File: src/rtl/enfa_pkg.sv
// Package for the epsilon-NFA subset construction block.
// Sizes, opcodes, register indexes, sequencer states and payload structs.
// No dependencies.
package enfa_pkg;

  localparam int NFA_STATES  = 16;
  localparam int MAX_SYMBOLS = 16;
  localparam int MAX_DFA     = 128;

  localparam int NS_W      = $clog2(NFA_STATES);
  localparam int SYM_W     = $clog2(MAX_SYMBOLS);
  localparam int IDX_W     = $clog2(MAX_DFA);
  localparam int CNT_W     = $clog2(MAX_DFA + 1);
  localparam int ITER_W    = $clog2(NFA_STATES + 1);
  localparam int SITER_W   = $clog2(MAX_SYMBOLS + 1);
  localparam int SE_DEPTH  = NFA_STATES * MAX_SYMBOLS;
  localparam int SE_AW     = $clog2(SE_DEPTH);
  localparam int TAB_DEPTH = MAX_DFA * MAX_SYMBOLS;
  localparam int TAB_AW    = $clog2(TAB_DEPTH);
  localparam int TAB_W     = IDX_W + 1;
  localparam int CFG_W     = 5;
  localparam int CFG_IDX_W = 2;

  typedef enum logic [2:0] {
    OP_CLEAR    = 3'd0,
    OP_SYM_EDGE = 3'd1,
    OP_EPS_EDGE = 3'd2,
    OP_BUILD    = 3'd3,
    OP_READ     = 3'd4
  } opcode_t;

  typedef enum logic [CFG_IDX_W-1:0] {
    CFG_NUM_STATES  = 2'd0,
    CFG_NUM_SYMBOLS = 2'd1,
    CFG_START_STATE = 2'd2
  } cfg_index_t;

  typedef enum logic [3:0] {
    ST_IDLE,
    ST_EDGE_WR,
    ST_CLOSE,
    ST_LOAD,
    ST_LOAD_WT,
    ST_SYM,
    ST_MV_RD,
    ST_MV_ACC,
    ST_SR_RD,
    ST_SR_CMP,
    ST_WR_TAB,
    ST_DONE,
    ST_RD_OUT
  } state_t;

  typedef struct packed {
    logic [2:0] opcode;
    logic [3:0] from_state;
    logic [3:0] to_state;
    logic [3:0] symbol_index;
    logic [6:0] dfa_index;
  } item_t;

  typedef struct packed {
    logic [6:0]  target_index;
    logic        has_target;
    logic [15:0] subset_mask;
    logic [7:0]  dfa_count;
    logic        overflow;
  } result_t;

  // Command bundle to the symbol edge memory
  typedef struct packed {
    logic                  clr;
    logic                  we;
    logic [SE_AW-1:0]      waddr;
    logic [NFA_STATES-1:0] wdata;
    logic [SE_AW-1:0]      raddr;
  } edge_cmd_t;

endpackage

File: src/rtl/enfa_close.sv
// One epsilon-closure step: adds every epsilon target in use of the states in use in set.
// Repeated by the sequencer until the set stops growing.
// Depends on enfa_pkg.
module enfa_close (
  input  logic [enfa_pkg::NFA_STATES-1:0]                            set_in,
  input  logic [enfa_pkg::NFA_STATES-1:0][enfa_pkg::NFA_STATES-1:0] eps,
  input  logic [enfa_pkg::NFA_STATES-1:0]                            lim,
  output logic [enfa_pkg::NFA_STATES-1:0]                            set_out
);

  // OR of independent rows, only from states in use
  always_comb begin
    set_out = set_in;
    for (int i = 0; i < enfa_pkg::NFA_STATES; i++) begin
      if (set_in[i] && lim[i]) begin
        set_out = set_out | (eps[i] & lim);
      end
    end
  end

endmodule

File: config.mk
export PLATFORM = sky130hd
export DESIGN_NAME = enfa_close
export DESIGN_NICKNAME = d
export VERILOG_FILES = /design/src/rtl/enfa_pkg.sv /design/src/rtl/enfa_close.sv
export SDC_FILE = /design/constraint.sdc
export NUM_CORES = 1
export LEC_CHECK = 0
export ABC_CLOCK_PERIOD_IN_PS = 4120
export BUFFER_PORTS_ARGS = -buffer_cell sky130_fd_sc_hd__buf_2
export CORE_AREA = 8 8 113 115
export DETAILED_ROUTE_END_ITERATION = 8
export DIE_AREA = 0 0 121 123
export GPL_TIMING_DRIVEN = 0
export REMOVE_ABC_BUFFERS = 1
export SETUP_SLACK_MARGIN = 0.05
export SLEW_MARGIN = 20
export SYNTH_ARGS = -nofsm -noshare
export SYNTH_HDL_FRONTEND = slang
export SYNTH_SLANG_ARGS = --single-unit
File: constraint.sdc
create_clock -name vclk -period 4.12
set_input_delay 0.618 -clock vclk [all_inputs]
set_output_delay 0.618 -clock vclk [all_outputs]
set_load 0.05 [all_outputs]
# --- Word-level counts from Yosys, hierarchy flattened ---
# Cells that the tools add are included.
# Widths: inputs -> output; s select.
totals:
  output_inout_bits: 16
  register_bits: 0
  input_bits: 288
op_classes:
  reduce_logical: 16
  n_mux: 16
  bitwise_logic: 32
ops:
  columns: ["op", "count"]
  rows:
  - ["$and 16x16->16", 16]
  - ["$mux 16", 16]
  - ["$or 16x16->16", 16]
  - ["$logic_and 1x1->1", 16]

# --- Longest topological paths before layout ---
logic_depth:
  depth_word: 33
  depth_mapped: 6

# --- Worst setup path before layout ---
# No wires, ideal clock.
synth_timing:
  path_kind: "input-to-output"
  startpoint: "input set_in[2] in the netlist's numbering"
  endpoint: "output set_out[8] in the netlist's numbering"
  path_stages: 6
  required_ns: 3.502
  path_buffers: 2
  arrival_ns: 1.785
  path_slack_ns: 1.717
  path_cell_list: "and2_4 buf_6 buf_6 a22oi_2 nand4_1 o32a_1"
synth_via:
  elab_chain_len: 28
synth_rtl:
  columns: ["element", "line", "rtl"]
  rows:
  - ["start: declaration", "enfa_close.sv:5", "input logic [enfa_pkg::NFA_STATES-1:0] set_in,"]
  - ["$logic_and 1x1->1 *", "enfa_close.sv:15", "if (set_in[i] && lim[i]) begin"]
  - ["$mux 16 *", "enfa_close.sv:15", null]
  - ["$or 16x16->16", "enfa_close.sv:16", "set_out = set_out | (eps[i] & lim);"]
  - ["$mux 16 *", "enfa_close.sv:15", null]
  - ["$or 16x16->16", "enfa_close.sv:16", null]
  - ["$mux 16 *", "enfa_close.sv:15", null]
  - ["$or 16x16->16", "enfa_close.sv:16", null]
  - ["$mux 16 *", "enfa_close.sv:15", null]
  - ["[... 12 more ...]", null, null]
  - ["$or 16x16->16", "enfa_close.sv:16", null]
  - ["$mux 16 *", "enfa_close.sv:15", null]
  - ["$or 16x16->16", "enfa_close.sv:16", null]
  - ["$mux 16 *", "enfa_close.sv:15", null]
  - ["$or 16x16->16", "enfa_close.sv:16", null]
  - ["$mux 16 *", "enfa_close.sv:15", null]
  - ["$or 16x16->16", "enfa_close.sv:16", null]
  - ["$mux 16 *", "enfa_close.sv:15", null]
  - ["end: declaration", "enfa_close.sv:8", "output logic [enfa_pkg::NFA_STATES-1:0] set_out"]
# Every way passes the cells marked *; elsewhere a longest branch is shown, timed or not.

# --- Worst setup path after layout ---
layout_timing:
  startpoint: "input set_in[15] in the netlist's numbering"
  endpoint: "output set_out[4] in the netlist's numbering"
layout_via:
  elab_chain_len: 2
layout_rtl:
  columns: ["element", "line"]
  rows:
  - ["$logic_and 1x1->1", "enfa_close.sv:15"]
  - ["$mux 16", "enfa_close.sv:15"]
# No other way between the ends.

==> metrics <==
max_cap viols=0; WL final=14900 um; Levels on crit path=6; Mapped Area=1730 um2; GR Overflow Total=0; required time of the critical path=3.50 ns; worst setup margin=1.02 ns; DIE AREA=14900 um2; postcts setup bufs=0; Setup TNS=0 ns; crit-path cells=buf_2 > and2_1 > a22oi_1 > nand4_1 > o32a_1 > buf_2; NetSw=0.211 mW; Max IR drop VDD=0.0670 mV; Critical Path Most Common Cell=buf_2; status=completed; worst hold start=lim[13]; Slew Limit Fails=0; die span in y=123 um; mean area per synthesized cell=7.19 um2; IO Count=304; worst path buffer plus inverter count=2; FILL cells=1275; Sw Share=56.5%; Post-Syn Instances=240; internal power=0.163 mW; Rows=39; RePlAce Congestion=0.833; Hold Crit Depth=3; Multi-input gate area=1420 um2; Fmax achieved=322 MHz; fin crit period=3.10 ns; Worst path slowest cell=and2_1; # port buffers=288; Ys Warns=0; CLK BUF=0; number of sequential cells=0; antenna violations before repair=0; transition time of the tightest slew-check pin=1.07 ns; hold crit path type=in -> out; core area=11100 um2; PD cells=123 nW/um2; largest net degree at the start of global routing=16; sequential share of power=0%; Max Fanout on Critical Path=15; DP HPWL=11400 um; DRC violations left=0; Synth cell types=11; Critical Path End Type=primary output; clock share of power=0%; Placed Instances=639; worst hold slack=1.69 ns; # diodes=0; Yosys top cell area share=47.9%; WS Path Type=in -> out; Comb power frac=100.0%; TritonRoute pass-1 iters=5; Arr. time, crit path=2.49 ns; end of the worst hold path=set_out[13]; CP top delay family=simple AND/OR/NAND/NOR gates; post-synth top area cell=a22oi_1; crit start category=primary input; leading cell types in the layout, fill and taps excluded=buf_2, a22oi_1, nand2_1; dpl ws=1.12 ns; post-route ant nets=0; Final Hold Fails=0; post-cts sizing count=0; vias in the first global route=3579; Final period util=75.3%; 1st-iter DRT viols=242; endpoints failing setup=0; vias per cell=5.24; vias after detailed routing=3347; static leakage=1.58 nW; share of cells above drive strength 1=58.9%; gr usage total=17.7%; Finished Layout Cells=639; max incr delay on CP=0.83 ns; first-pass GRT wire length=20400 um; Area growth syn-to-layout=76.0%; register area=0 um2; CTS Hold Bufs=0; Die Width=121 um; wire per inst=23.3 um; Initial Utilization=15.6%; most common cell after layout, fill and taps aside=buf_2; sequential area share after synthesis=0%; leading post-synthesis cells by cell area=a22oi_1, buf_6, o32a_1; fin nets=786; Slew HR=28.5%; RSZ-0062 raised after global routing=no
-- worst min-delay path, cell delays in order --
cell and delay [ns]:
buf_2 0.10, o32a_1 0.14, buf_2 0.21
-- Yosys cell counts, drive strengths merged --
cell type / number
a22oi: 112
nand2: 32
buf: 31
a21oi: 16
and2: 16
nand4: 16
o32a: 16
clkbuf: 1
-- area by class of cell --
cell class | count | area share [%]
Timing Repair Buffer | 288 | 47.5
Multi-Input combinational cell | 208 | 46.6
Tap cell | 143 | 5.89
-- stage by stage --
step	power, mW	util, %	instance area [um2]
global route	0.398	27.4	3040
finish	0.374	27.4	3040
detailed placement	0.368	27.4	3040
floorplan	0.167	-	1420
global placement	0.366	27.4	3040
CTS	0.370	27.4	3040
-- routing by layer --
| metal | vias up | track usage [%] | wire (um) |
|---|---|---|---|
| li1 | 1522 | - | - |
| met1 | 1507 | 20.4 | 5610 |
| met2 | 291 | 29.5 | 6670 |
| met3 | 27 | 7.17 | 2210 |
| met4 | 0 | 5.54 | 403 |
| met5 | - | 0 | 0 |
-- worst max-delay path by stage --
stage / start / to
global placement: set_in[7] / set_out[12]
detailed placement: set_in[7] / set_out[12]
floorplan: set_in[9] / set_out[13]
global route: set_in[11] / set_out[14]
CTS: set_in[7] / set_out[12]
finish: set_in[15] / set_out[4]
-- power groups by stage --
stage,sequential (mW),clock [mW],combinational (mW)
3_5_place_dp,0,0,0.368
5_1_grt,0,0,0.398
4_1_cts,0,0,0.370
6_report,0,0,0.374
2_1_floorplan,0,0,0.167
3_3_place_gp,0,0,0.366
-- kinds of logic (layout without fill, tap and decap cells) --
logic type      Yosys count  after routing  synth area share, %
compound gates          144            144                 63.2
simple gates             64             64                 18.9
buf+inv                  32            288                 17.9
(Power assumes the default switching activity.)
