### src/rtl/enfa_pkg.sv
// Package for the epsilon-NFA subset construction block.
// Sizes, opcodes, register indexes, sequencer states and payload structs.
// No dependencies.
package enfa_pkg;

  localparam int NFA_STATES  = 16;
  localparam int MAX_SYMBOLS = 16;
  localparam int MAX_DFA     = 128;

  localparam int NS_W      = $clog2(NFA_STATES);
  localparam int SYM_W     = $clog2(MAX_SYMBOLS);
  localparam int IDX_W     = $clog2(MAX_DFA);
  localparam int CNT_W     = $clog2(MAX_DFA + 1);
  localparam int ITER_W    = $clog2(NFA_STATES + 1);
  localparam int SITER_W   = $clog2(MAX_SYMBOLS + 1);
  localparam int SE_DEPTH  = NFA_STATES * MAX_SYMBOLS;
  localparam int SE_AW     = $clog2(SE_DEPTH);
  localparam int TAB_DEPTH = MAX_DFA * MAX_SYMBOLS;
  localparam int TAB_AW    = $clog2(TAB_DEPTH);
  localparam int TAB_W     = IDX_W + 1;
  localparam int CFG_W     = 5;
  localparam int CFG_IDX_W = 2;

  typedef enum logic [2:0] {
    OP_CLEAR    = 3'd0,
    OP_SYM_EDGE = 3'd1,
    OP_EPS_EDGE = 3'd2,
    OP_BUILD    = 3'd3,
    OP_READ     = 3'd4
  } opcode_t;

  typedef enum logic [CFG_IDX_W-1:0] {
    CFG_NUM_STATES  = 2'd0,
    CFG_NUM_SYMBOLS = 2'd1,
    CFG_START_STATE = 2'd2
  } cfg_index_t;

  typedef enum logic [3:0] {
    ST_IDLE,
    ST_EDGE_WR,
    ST_CLOSE,
    ST_LOAD,
    ST_LOAD_WT,
    ST_SYM,
    ST_MV_RD,
    ST_MV_ACC,
    ST_SR_RD,
    ST_SR_CMP,
    ST_WR_TAB,
    ST_DONE,
    ST_RD_OUT
  } state_t;

  typedef struct packed {
    logic [2:0] opcode;
    logic [3:0] from_state;
    logic [3:0] to_state;
    logic [3:0] symbol_index;
    logic [6:0] dfa_index;
  } item_t;

  typedef struct packed {
    logic [6:0]  target_index;
    logic        has_target;
    logic [15:0] subset_mask;
    logic [7:0]  dfa_count;
    logic        overflow;
  } result_t;

  // Command bundle to the symbol edge memory
  typedef struct packed {
    logic                  clr;
    logic                  we;
    logic [SE_AW-1:0]      waddr;
    logic [NFA_STATES-1:0] wdata;
    logic [SE_AW-1:0]      raddr;
  } edge_cmd_t;

endpackage

### src/rtl/enfa_edge_mem.sv
// Symbol edge memory: one NFA state mask per (state, symbol) pair.
// Per-entry valid bits give the all-zero reset and a clear of all entries at once.
// Depends on enfa_pkg.
module enfa_edge_mem (
  input  logic                           clk,
  input  logic                           rst_n,
  input  enfa_pkg::edge_cmd_t            cmd,
  output logic [enfa_pkg::NFA_STATES-1:0] rdata
);

  logic [enfa_pkg::NFA_STATES-1:0] mem [enfa_pkg::SE_DEPTH];
  logic [enfa_pkg::SE_DEPTH-1:0]   valid_r;
  logic [enfa_pkg::NFA_STATES-1:0] q_r;
  logic                            qv_r;

  // Valid bits
  always_ff @(posedge clk) begin
    if (!rst_n || cmd.clr) begin
      valid_r <= '0;
    end else if (cmd.we) begin
      valid_r[cmd.waddr] <= 1'b1;
    end
  end

  // Storage and registered read
  always_ff @(posedge clk) begin
    if (cmd.we) begin
      mem[cmd.waddr] <= cmd.wdata;
    end
    q_r  <= mem[cmd.raddr];
    qv_r <= valid_r[cmd.raddr];
  end

  assign rdata = qv_r ? q_r : '0;

endmodule

### config.mk
export PLATFORM = sky130hd
export DESIGN_NAME = enfa_edge_mem
export DESIGN_NICKNAME = d
export VERILOG_FILES = /design/src/rtl/enfa_pkg.sv /design/src/rtl/enfa_edge_mem.sv
export SDC_FILE = /design/constraint.sdc
export NUM_CORES = 2
export LEC_CHECK = 0
export BUFFER_PORTS_ARGS = -buffer_cell sky130_fd_sc_hd__buf_2
export CORE_MARGIN = 1.5
export CORE_UTILIZATION = 44
export CTS_CLUSTER_SIZE = 40
export DETAILED_ROUTE_END_ITERATION = 7
export SETUP_SLACK_MARGIN = 0.3
export SYNTH_ARGS = -nofsm -noshare
export SYNTH_HDL_FRONTEND = slang
export SYNTH_SLANG_ARGS = --single-unit
### constraint.sdc
create_clock -name clk -period 5.2 [get_ports clk]
set_input_delay 0.78 -clock clk [delete_from_list [all_inputs] [get_ports clk]]
set_output_delay 0.78 -clock clk [all_outputs]
set_load 0.005 [all_outputs]
---- Yosys cells after proc, flatten, opt, wreduce, memory -nomap -nowiden ----
Memories as Yosys holds them, arrays and structs flattened. A register that Yosys moved wholly into a read port is not among the register bits.
Index checks and enable logic that the tools add are counted.
storage, ports and cells
  bits in registers ....................... 257
  RAM bits ................................ 4096
  logic and storage cells ................. 17
  bits of input ports ..................... 36
  output and inout bits ................... 16
  memories kept ........................... 1
cells by class
  reductions and logical operators ........ 3
  order comparisons ....................... 3
  multiplexer cells ....................... 7
  bitwise gates (word level) .............. 1
memory list
  memory  depth  width  rd ports  clocked after memory_dff  wr ports  RTL line             text
  mem     256    16     1         1                         1         enfa_edge_mem.sv:11  logic [enfa_pkg::NFA_STATES-1:0] mem [enfa_pkg::SE_DEPTH];
operator list
  cell                                                                    count
  256-bit OR                                                              1
  8-bit by 9-bit < comparator with 1-bit output (second input constant)   2
  16-bit two-way mux                                                      1
  1-bit binary-select mux with 8-bit select                               1
  1-bit demux with 8-bit select                                           1
  8-bit by 1-bit >= comparator with 1-bit output (second input constant)  1
  1-bit two-way mux                                                       4
  1-bit logical AND                                                       1
  1-bit logical NOT                                                       1
  1-bit logical OR                                                        1

---- Logic depth before layout (Yosys ltp) ----
  depth in word-level cells ............... 5
  mapped depth ............................ 13
  depth with buffers taken out ............ 7

---- Worst setup path before layout ----
No wires, ideal clock.
  path kind ............................... input -> register
  start point ............................. in cmd[26] in the netlist's numbering
  end point ............................... mem mem[103][0] in the netlist's numbering (enable)
  setup slack ............................. 2.224 ns
  stages .................................. 6
  library setup time ...................... 0.390 ns
  required time ........................... 4.810 ns
  buffers on the path ..................... 3
  arrival ................................. 2.586 ns
  path through ............................ clkbuf_1 -> nor2b_1 -> clkbuf_1 -> nand4_1 -> clkbuf_1 -> nor2_1
RTL lines
  element          RTL line             text
  start, declared  enfa_edge_mem.sv:7   input enfa_pkg::edge_cmd_t cmd,
  end, declared    enfa_edge_mem.sv:11
No word-level cell before the write port.

==> results.json <==
{
  "die_area_um2": 388800,
  "multi_input_area_um2": 37750,
  "drc": 0,
  "pre_cts_ws_ns": 0.2387,
  "die_h_um": 623.5,
  "syn_area_um2": 169400,
  "drive_gt1_share_pct": 24.46,
  "hold_class": "primary input to register",
  "routed_wl_um": 477400,
  "hold_buffers": 0,
  "crit_end": "q_r[8]",
  "wl_per_cell_um": 33.24,
  "outcome": "finished, violations left",
  "comb_power_share_pct": 5.1,
  "worstPathArrival_ns": 4.94,
  "power_frac_clock_pct": 42.2,
  "grt_first_pass_wirelength_um": 668400,
  "cts_root_buf": "clkbuf_16",
  "antenna_found_initial": 32,
  "num_rows": 227,
  "cp_max_fo": 41,
  "r2r_setup_slack_ns": 1.83,
  "switching_share_pct": 21.61,
  "reg2reg_depth": 7,
  "clock_skew_ns": 0.05878,
  "initial_core_util_pct": 44.25,
  "end_kind": "register",
  "p_sw_w": 0.01582,
  "violations": "max-capacitance violations, max-slew violations",
  "fin_crit_ns": 4.065,
  "r2r_end": "q_r[8]",
  "fin_crit_sh_pct": 78.18,
  "path_class": "primary input to register",
  "seq_power_share_pct": 52.7,
  "synth_nets": 8411,
  "first_iter_violations": 12390,
  "post_cts_resized": 0,
  "slew_headroom_pct": -6.230,
  "hold_slack_ns": 0.2221,
  "synthCells": 8375,
  "start_kind": "primary input",
  "cap_viol_max_count": 1,
  "first_pass_iters": 5,
  "dp_hpwl_um": 289100,
  "synth_flop_cell": "edfxtp_1",
  "p_int_w": 0.05740,
  "io_buffers": 51,
  "fin_util_pct": 50.16,
  "die_w_um": 623.5,
  "synth_cell_type_count": 70,
  "rsz0062_at_grt": "no",
  "crit_path_start": "cmd[0]",
  "clockBufferDepth": 4,
  "hold_start": "cmd[19]",
  "ys_warn_count": 0,
  "num_vias": 88210,
  "avgViaCountPerCell": 6.141,
  "power_density_nw_per_um2": 381.3,
  "gp_congestion": 0.9037,
  "finalMaxSlewViolations": 11,
  "fmax_mhz": 246.0,
  "cts_setup_buffers": 0,
  "layout.nets": 8959,
  "synth-edff-count": 4096,
  "htreeDepth": 5,
  "io_pins": 52,
  "nFillCells": 30500,
  "grt-ovfl-total": 0,
  "peakVddDrop_mv": 0.2784,
  "hold_viol_final": 0,
  "tightest_slew_ns": 1.588,
  "grt_pass1_vias": 86530,
  "clk_pin_slew_ns": 0.06,
  "p_leak_nw": 61.59,
  "setup_ws_ns": 1.135,
  "coreArea_um2": 382900,
  "ant_nets": 0,
  "grt_max_degree": 185,
  "cts_made_buffers": 437,
  "r2r_start": "mem[202][8]",
  "cts_sinks": 4369,
  "cp.required_ns": 6.07,
  "async_flop_share_pct": 0,
  "cts_tree": "yes",
  "track_usage_pct": 24.17,
  "synth_seq_area_share_pct": 75.83,
  "syn_to_final_growth_pct": 13.35,
  "finalSetupViolCount": 0,
  "regArea_um2": 128500,
  "clock_latency_ns": 0.99,
  "avgSynthCellArea_um2": 20.23,
  "ys_ff_latch": 4369
}
-- synth_stat cells (82+ instances only) --
cell type	n	area, um^2
mux4_2	778	17520
o22ai_1	192	1201
a21oi_1	145	725.7
nand2_1	82	307.8
edfxtp_1	4096	123000
buf_2	107	535.5
clkbuf_1	191	716.9
nor2_1	773	2902
mux2i_1	664	6646
o221ai_1	225	1971
nor3_1	128	640.6
dfxtp_1	273	5465
-- registers in the layout (all words and copies together), names as in the netlist --
signal,count
mem,4096
q_r,16
qv_r,1
valid_r,256
-- cell type report --
class | instances | area share, %
clock inverter | 189 | 0.9044
inverter | 4 | 0.01433
timing repair buffer | 615 | 2.832
tap | 5038 | 3.283
clock buffer | 633 | 6.385
sequential | 4369 | 66.90
antenna | 20 | 0.02606
multi-input combinational | 3496 | 19.66
-- power groups by stage --
stage	Combinational [W]	Clock [W]	Sequential [W]
floorplan	0.00199	0	0.0393
finish	0.00373	0.0309	0.0386
detailed placement	0.00372	0	0.0393
CTS	0.00373	0.0313	0.0386
global route	0.00388	0.0326	0.0386
global placement	0.00366	0	0.0393
-- kinds of logic (layout without fill, tap and decap cells) --
| logic type | after synthesis | after routing | synth area share, % |
|---|---|---|---|
| AOI/OAI and AO/OA | 790 | 790 | 3.397 |
| other | 0 | 20 | 0 |
| buffers and inverters | 510 | 1441 | 2.209 |
| and+or+nand+nor | 1161 | 1161 | 2.958 |
| DFF | 4369 | 4369 | 75.83 |
| muxes | 1545 | 1545 | 15.61 |
-- critical path: stages --
cell	delay (ns)
buf_12	0.35
buf_12	0.37
buf_4	0.40
mux2i_1	0.13
o221ai_1	0.21
o22ai_1	0.12
a21oi_1	0.52
and3b_1	0.48
nand4_1	0.84
nor4_1	0.49
-- per-stage QoR --
step / cells / cell area, um^2 / power (W) / TNS [ns]
6_report: 14360 / 192000 / 0.07322 / 0
4_1_cts: 14340 / 192000 / 0.07360 / 0
2_1_floorplan: 8375 / 169400 / 0.04126 / 0
3_3_place_gp: 13520 / 177900 / 0.04296 / -0.9049
3_5_place_dp: 13520 / 178000 / 0.04303 / 0
5_1_grt: 14350 / 192000 / 0.07506 / 0
-- layer usage --
| layer | track usage [%] | part of all wire [%] | up-vias |
|---|---|---|---|
| met3 | 4.184 | 9.2 | 775 |
| met5 | 0 | 0.019 | - |
| li1 | - | - | 35850 |
| met1 | 34.77 | 41 | 47080 |
| met4 | 8.324 | 3.7 | 10 |
| met2 | 37.45 | 46 | 4499 |
-- cell usage in the layout (no fill, tap or decap), drive strengths merged, types with 23 or more instances in the layout --
cell type | synthesis | routed
a22oi | 36 | 36
a211oi | 25 | 25
a21oi | 145 | 145
o21ai | 30 | 30
nor2 | 773 | 773
nor3 | 128 | 128
nand4 | 23 | 23
o22ai | 192 | 192
bufinv | 0 | 26
a22o | 26 | 26
dfxtp | 273 | 273
buf | 298 | 614
clkbuf | 204 | 634
clkinv | 1 | 143
o221ai | 229 | 229
edfxtp | 4096 | 4096
nand2 | 82 | 82
mux2i | 664 | 664
nor4 | 45 | 45
nand3 | 36 | 36
mux2 | 29 | 29
o21ba | 29 | 29
mux4 | 852 | 852
-- worst min path at each step --
stage,endpoint,slack [ns],depth (start not counted)
finish,mem[218][11],0.22,1
global route,mem[218][11],0.25,1
CTS,mem[84][2],0.22,1
detailed placement,valid_r[189],0.45,2
global placement,valid_r[187],0.44,2
floorplan,valid_r[109],0.43,2
Power figures use the tool's default switching activity.
